### config.mk
export PLATFORM = sky130hd
export DESIGN_NAME = sorted_priority_queue_flat
export DESIGN_NICKNAME = d
export VERILOG_FILES = /design/src/rtl/core/spq_pkg.sv /design/src/rtl/core/spq_in_if.sv /design/src/rtl/core/spq_out_if.sv /design/src/rtl/core/spq_cell.sv /design/src/rtl/core/sorted_priority_queue.sv /design/src/flat_wrapper.sv
export SDC_FILE = /design/constraint.sdc
export NUM_CORES = 2
export LEC_CHECK = 0
export BUFFER_PORTS_ARGS = -buffer_cell sky130_fd_sc_hd__buf_4
export CAP_MARGIN = 20
export CELL_PAD_IN_SITES_DETAIL_PLACEMENT = 2
export CELL_PAD_IN_SITES_GLOBAL_PLACEMENT = 2
export CORE_ASPECT_RATIO = 0.5
export CORE_MARGIN = 2
export CORE_UTILIZATION = 40
export CTS_CLUSTER_DIAMETER = 150
export DETAILED_ROUTE_END_ITERATION = 8
export GPL_ROUTABILITY_DRIVEN = 0
export PLACE_DENSITY = 0.73
export SKIP_LAST_GASP = 1
export SLEW_MARGIN = 0
export SYNTH_ARGS = -nofsm -noshare
export SYNTH_HDL_FRONTEND = slang
export SYNTH_HIERARCHICAL = 1
export SYNTH_SLANG_ARGS = --single-unit
### constraint.sdc
create_clock -name clk -period 5.5 [get_ports clk]
set_clock_uncertainty 0.15 [all_clocks]
set_input_delay 0 -clock clk [delete_from_list [all_inputs] [get_ports clk]]
set_output_delay 0 -clock clk [all_outputs]
set_load 0.005 [all_outputs]
### src/rtl/core/spq_pkg.sv
package spq_pkg;

  localparam int unsigned PRIMARY_BITS   = 8;
  localparam int unsigned SECONDARY_BITS = 16;
  localparam int unsigned TAG_BITS       = 16;
  localparam int unsigned OCC_BITS       = 5;
  localparam int unsigned QUEUE_DEPTH    = 16;

  typedef enum logic {
    CMD_ENQUEUE = 1'b0,
    CMD_DEQUEUE = 1'b1
  } cmd_t;

  typedef struct packed {
    logic [PRIMARY_BITS-1:0]   pri;
    logic [SECONDARY_BITS-1:0] sec;
    logic [TAG_BITS-1:0]       tag;
  } spq_entry_t;

  // per-cycle shift control broadcast along the chain
  typedef struct packed {
    logic enq;  // enqueue accepted and queue not full
    logic deq;  // dequeue accepted and queue not empty
  } spq_ctrl_t;

endpackage

### src/rtl/core/spq_in_if.sv
interface spq_in_if;
  import spq_pkg::*;

  logic                      valid;
  logic                      ready;
  logic                      cmd;
  logic [PRIMARY_BITS-1:0]   primary_key;
  logic [SECONDARY_BITS-1:0] secondary_key;
  logic [TAG_BITS-1:0]       entry_tag;

  modport source (output valid, cmd, primary_key, secondary_key, entry_tag, input ready);
  modport sink   (input valid, cmd, primary_key, secondary_key, entry_tag, output ready);
endinterface

### src/rtl/core/spq_out_if.sv
interface spq_out_if;
  import spq_pkg::*;

  logic                      valid;
  logic                      ready;
  logic                      ok;
  logic                      head_valid;
  logic [PRIMARY_BITS-1:0]   head_primary;
  logic [SECONDARY_BITS-1:0] head_secondary;
  logic [TAG_BITS-1:0]       head_tag;
  logic [OCC_BITS-1:0]       occupancy;

  modport source (output valid, ok, head_valid, head_primary, head_secondary, head_tag,
                  occupancy, input ready);
  modport sink   (input valid, ok, head_valid, head_primary, head_secondary, head_tag,
                  occupancy, output ready);
endinterface

### src/rtl/core/spq_cell.sv
module spq_cell (
  input  logic               clk,
  input  spq_pkg::spq_ctrl_t ctrl,
  input  logic               live,
  input  spq_pkg::spq_entry_t new_entry,
  input  logic               ins_left,
  input  spq_pkg::spq_entry_t left_entry,
  input  spq_pkg::spq_entry_t right_entry,
  output logic               ins,
  output spq_pkg::spq_entry_t entry
);
  import spq_pkg::*;

  logic goes_before;

  // new key pair served strictly before the held one
  assign goes_before = (new_entry.pri < entry.pri) ||
                       ((new_entry.pri == entry.pri) && (new_entry.sec < entry.sec));

  // insertion point is at or left of this cell
  assign ins = !live || goes_before;

  always_ff @(posedge clk) begin
    if (ctrl.deq) begin
      entry <= right_entry;
    end else if (ctrl.enq && ins) begin
      if (ins_left) begin
        entry <= left_entry;
      end else begin
        entry <= new_entry;
      end
    end
  end

endmodule

### src/rtl/core/sorted_priority_queue.sv
// sorted priority queue, kept as a chain of entry cells ordered head first
//
// channels: in (sink) carries cmd, primary_key, secondary_key, entry_tag;
// out (source) carries ok, head_valid, head_primary, head_secondary,
// head_tag and occupancy. a transaction completes when valid and ready are
// both high at a rising edge of clk
//
// every input transaction yields exactly one output transaction. the result
// is registered, so it appears in the cycle after acceptance. one item per
// cycle is taken while the receiver keeps up: every cell compares the new key
// pair with its own entry in parallel and shifts by one place, so the
// comparator in each cell sets the pace
//
// when the receiver stalls, the result register holds and in.ready drops
// until the result is taken; in.ready is high whenever the result register is
// empty or being emptied in the same cycle
//
// rst (synchronous, active high) empties the queue and the result register;
// cell contents are not cleared, cells beyond the occupancy count are ignored
module sorted_priority_queue #(
  parameter int unsigned QUEUE_DEPTH = spq_pkg::QUEUE_DEPTH
) (
  input  logic      clk,
  input  logic      rst,
  spq_in_if.sink    in,
  spq_out_if.source out
);
  import spq_pkg::*;

  localparam int unsigned CW = $clog2(QUEUE_DEPTH + 1);

  // occupancy count, the only reset state of the store
  logic [CW-1:0] count;
  logic [CW-1:0] count_next;

  spq_entry_t entries [QUEUE_DEPTH];
  logic       ins     [QUEUE_DEPTH];

  spq_entry_t new_entry;
  spq_ctrl_t  ctrl;
  logic       accept;
  logic       full;
  logic       empty;
  logic       ok_next;
  logic       head_valid_next;
  spq_entry_t head_next;

  assign accept = in.valid && in.ready;
  assign in.ready = !out.valid || out.ready;

  assign full  = (count == CW'(QUEUE_DEPTH));
  assign empty = (count == '0);

  assign new_entry.pri = in.primary_key;
  assign new_entry.sec = in.secondary_key;
  assign new_entry.tag = in.entry_tag;

  assign ctrl.enq = accept && (cmd_t'(in.cmd) == CMD_ENQUEUE) && !full;
  assign ctrl.deq = accept && (cmd_t'(in.cmd) == CMD_DEQUEUE) && !empty;
  assign ok_next  = ctrl.enq || ctrl.deq;

  // the chain of cells: entries shift right on insert and left on removal
  for (genvar i = 0; i < QUEUE_DEPTH; i++) begin : g_cell
    spq_cell u_cell (
      .clk         (clk),
      .ctrl        (ctrl),
      .live        (CW'(i) < count),
      .new_entry   (new_entry),
      .ins_left    ((i == 0) ? 1'b0 : ins[(i == 0) ? 0 : i - 1]),
      .left_entry  (entries[(i == 0) ? 0 : i - 1]),
      .right_entry (entries[(i == QUEUE_DEPTH - 1) ? i : i + 1]),
      .ins         (ins[i]),
      .entry       (entries[i])
    );
  end

  always_comb begin
    count_next = count;
    if (ctrl.enq) begin
      count_next = count + CW'(1);
    end else if (ctrl.deq) begin
      count_next = count - CW'(1);
    end
  end

  // head after the operation, taken from the cells' next values
  always_comb begin
    head_next = entries[0];
    if (ctrl.enq && ins[0]) begin
      head_next = new_entry;
    end else if (ctrl.deq) begin
      head_next = entries[1];
    end
    head_valid_next = (count_next != '0);
    if (!head_valid_next) begin
      head_next = '0;
    end
  end

  always_ff @(posedge clk) begin
    if (rst) begin
      count     <= '0;
      out.valid <= 1'b0;
    end else begin
      count <= count_next;
      if (accept) begin
        out.valid <= 1'b1;
      end else if (out.ready) begin
        out.valid <= 1'b0;
      end
    end
  end

  // result payload, no reset needed
  always_ff @(posedge clk) begin
    if (accept) begin
      out.ok             <= ok_next;
      out.head_valid     <= head_valid_next;
      out.head_primary   <= head_next.pri;
      out.head_secondary <= head_next.sec;
      out.head_tag       <= head_next.tag;
      out.occupancy      <= OCC_BITS'(32'(count_next));
    end
  end

endmodule
### src/flat_wrapper.sv
// flat-port wrapper written by rule: the top's interface ports become plain ports
module sorted_priority_queue_flat import spq_pkg::*;
#(
  parameter int unsigned QUEUE_DEPTH = spq_pkg::QUEUE_DEPTH
)
  (clk, rst, in_valid, in_cmd, in_primary_key, in_secondary_key, in_entry_tag, in_ready, out_valid, out_ok, out_head_valid, out_head_primary, out_head_secondary, out_head_tag, out_occupancy, out_ready);
  spq_in_if in_i ();
  spq_out_if out_i ();
  input  logic clk;
  input  logic rst;
  input wire logic [$bits(in_i.valid)-1:0] in_valid;
  input wire logic [$bits(in_i.cmd)-1:0] in_cmd;
  input wire logic [$bits(in_i.primary_key)-1:0] in_primary_key;
  input wire logic [$bits(in_i.secondary_key)-1:0] in_secondary_key;
  input wire logic [$bits(in_i.entry_tag)-1:0] in_entry_tag;
  output wire logic [$bits(in_i.ready)-1:0] in_ready;
  output wire logic [$bits(out_i.valid)-1:0] out_valid;
  output wire logic [$bits(out_i.ok)-1:0] out_ok;
  output wire logic [$bits(out_i.head_valid)-1:0] out_head_valid;
  output wire logic [$bits(out_i.head_primary)-1:0] out_head_primary;
  output wire logic [$bits(out_i.head_secondary)-1:0] out_head_secondary;
  output wire logic [$bits(out_i.head_tag)-1:0] out_head_tag;
  output wire logic [$bits(out_i.occupancy)-1:0] out_occupancy;
  input wire logic [$bits(out_i.ready)-1:0] out_ready;
  assign in_i.valid = in_valid;
  assign in_i.cmd = in_cmd;
  assign in_i.primary_key = in_primary_key;
  assign in_i.secondary_key = in_secondary_key;
  assign in_i.entry_tag = in_entry_tag;
  assign in_ready = in_i.ready;
  assign out_valid = out_i.valid;
  assign out_ok = out_i.ok;
  assign out_head_valid = out_i.head_valid;
  assign out_head_primary = out_i.head_primary;
  assign out_head_secondary = out_i.head_secondary;
  assign out_head_tag = out_i.head_tag;
  assign out_occupancy = out_i.occupancy;
  assign out_i.ready = out_ready;
  sorted_priority_queue #(.QUEUE_DEPTH(QUEUE_DEPTH)) u_core (.clk(clk), .rst(rst), .in(in_i), .out(out_i));
endmodule
==> results.sh <==
export IMPL_hold_depth=4
export IMPL_path_buf_inv=4
export IMPL_cp_depth=8
export IMPL_leakage_nw=22.8
export IMPL_preCtsSetupSlack_ns=1.29
export IMPL_min_period_ns=4.22
export IMPL_setup_viol=0
export IMPL_period_share_pct=76.7
export IMPL_pwr_share_clk_pct=25.7
export IMPL_hold_path_class="primary input to flop"
export IMPL_path_clk_slew_ns=0.07
export IMPL_hold_slack_ns=0.331
export IMPL_vias=34318
export IMPL_p_comb_share_pct=30.3
export IMPL_die_y_um=242
export IMPL_worstSetupEndpointType="flop"
export IMPL_route_detailed_drc=0
export IMPL_crit_type="flop to flop"
export IMPL_critPathArrivalTime_ns=4.44
export IMPL_cts_root_buffer="clkbuf_16"
export IMPL_crit_fanout=157
export IMPL_tns_ns=0
export IMPL_fin_area_um2=50600
export IMPL_yosysWarnings=6
export IMPL_relSlewSlack_pct=22.3
export IMPL_h_tree_depth=3
export IMPL_rsz0062_at_grt="no"
export IMPL_maxCapViolCount=0
export IMPL_pwr_share_seq_pct=44.0
export IMPL_worst_slew_pin_slew_ns=1.15
export IMPL_report_final_slew_viol_count=0
export IMPL_dp_hpwl_um=110000
export IMPL_cts_buffers=73
export IMPL_cts_tree="built"
export IMPL_power_density_nw_per_um2=379
export IMPL_coreArea_um2=113000
export IMPL_die_w_um=481
export IMPL_final_hold_viol_count=0
export IMPL_grtUsageTotal_pct=25.7
export IMPL_areaGrowthSynthToFinish_pct=11.2
export IMPL_crit_family="buffers and inverters"
export IMPL_cts_sinks=693
export IMPL_postSynthAreaPerCell_um2=10.3
export IMPL_dr_pass1_iters=5
export IMPL_switching_share_pct=36.0
export IMPL_insertion_delay_ns=0.68
export IMPL_nFillCells=11759
export IMPL_die_area_um2=117000
export IMPL_drive_gt1_share_pct=8.96
export IMPL_grt_pass1_wl_um=232000
export IMPL_start_kind="flop"
export IMPL_clk_path_buf_depth=3
export IMPL_num_io_pins=94
export IMPL_synth_nets=4816
export IMPL_fmax_ghz=0.237
export IMPL_cpMaxStageDelayCell="buf_4"
export IMPL_ant_nets=0
export IMPL_grt_max_degree=226
export IMPL_vdd_ir_drop_max_mv=0.245
export IMPL_wirelength_um=151000
export IMPL_reg2reg_depth=8
export IMPL_initial_utilization_pct=40.3
export IMPL_critPathRequiredTime_ns=5.72
export IMPL_p_total_mw=19.2
export IMPL_post_drt_wl_per_cell_um=25.1
export IMPL_p_switching_mw=6.89
export IMPL_worstPathCellList="inv_1 > ha_1 > or4b_4 > nand4_1 > inv_8 > buf_12 > buf_4 > o21ai_0"
export IMPL_status="complete, no violations"
export IMPL_fin_nets=4847
export IMPL_placementRows=87
export IMPL_synth_area_um2=45500
export IMPL_dpl_instance_area_um2=47900
export IMPL_portBuffers=93
export IMPL_grt_overflow=0
export IMPL_syn_inst=4399
export IMPL_fin_ws_ns=1.28
export IMPL_cp_slowest_stage_delay_ns=0.76
export IMPL_drt_iter0_drc=2600
export IMPL_p_int_mw=12.3
export IMPL_grt_pass1_vias=37001
export IMPL_avgViaCountPerCell=5.72
export IMPL_antenna_found_initial=4
## layout make-up
cell class	count	area, um^2	area share (%)
Antenna cell	1	2.50	0.00495
Clock buffer	95	1970	3.90
Clock inverter	37	263	0.519
Inverter	401	1510	2.99
Multi-Input combinational cell	3054	22500	44.4
Sequential cell	693	20700	41.0
Tap cell	1513	1890	3.74
Timing Repair Buffer	207	1740	3.44
## flip-flops by register name, summed over array words and instances (netlist names)
name and cells:
u_core/count 5, u_core/g_cell.u_cell/entry 640, u_core/out.head_primary 8, u_core/out.head_secondary 16
u_core/out.head_tag 16, u_core/out.head_valid 1, u_core/out.occupancy 5, u_core/out.ok 1
u_core/out.valid 1
## worst register-to-register path: stages (launching register included)
cell	delay, ns
dfxtp_1	0.57
inv_1	0.22
ha_1	0.27
or4b_4	0.23
nand4_1	0.24
inv_8	0.55
buf_12	0.64
buf_4	0.77
o21ai_0	0.29
## power by group through the flow
stage	Clock, mW	Combinational [mW]	Sequential [mW]
2_1_floorplan	0	3.83	8.09
3_3_place_gp	0	5.30	8.44
3_5_place_dp	0	5.69	8.53
4_1_cts	5.04	5.77	8.42
5_1_grt	5.23	6.43	8.57
6_report	4.92	5.80	8.44
## layout by cell type, fill, tap and decap left out, drive strengths merged, types with 3 or more instances in the layout
master,instances
a2111o,14
a211oi,15
ha,372
buf,160
o211ai,32
a31oi,41
nor3,20
nand3,50
nand3b,14
o21a,18
a311oi,15
nand4,79
a211o,31
mux2i,682
dfxtp,6
clkbuf,95
o21bai,14
a21boi,3
clkinv,34
nor2b,21
a21oi,103
nor4,17
dlygate4sd3,47
nor2,50
edfxtp,687
nand2b,15
inv,402
nand2,716
a41oi,16
mux2,40
o21ai,655
## routing by layer
layer	global-route usage (%)	vias to the layer above	wire, um
li1	-	16013	-
met1	39.9	17482	79100
met2	37.1	647	62500
met3	3.58	170	6060
met4	6.09	6	3270
met5	0	-	41
## metrics by stage
stage | util, % | std cells
after floorplan | - | 4399
after global placement | 42.4 | 5820
after detailed placement | 42.4 | 5820
after CTS | 44.8 | 5999
after global routing | 44.9 | 6000
final | 44.9 | 6001
## what timing repair did
item	4_1_cts	5_1_grt
endpoints found under the setup margin	0	0
buffers inserted	0	0
hold endpoints to repair	610	0
hold buffers	47	0
resized for setup	0	0
## final timing paths
| kind | slack [ns] | to | from |
|---|---|---|---|
| min reg2reg | 0.39 | u_core/g_cell[14].u_cell/entry[2] | u_core/g_cell[15].u_cell/entry[2] |
| min | 0.33 | u_core/out.ok | in_valid |
| max | 1.28 | u_core/g_cell[1].u_cell/entry[13] | u_core/count[1] |
| max reg2reg | 1.28 | u_core/g_cell[1].u_cell/entry[13] | u_core/count[1] |
Power figures use the tool's default switching activity.
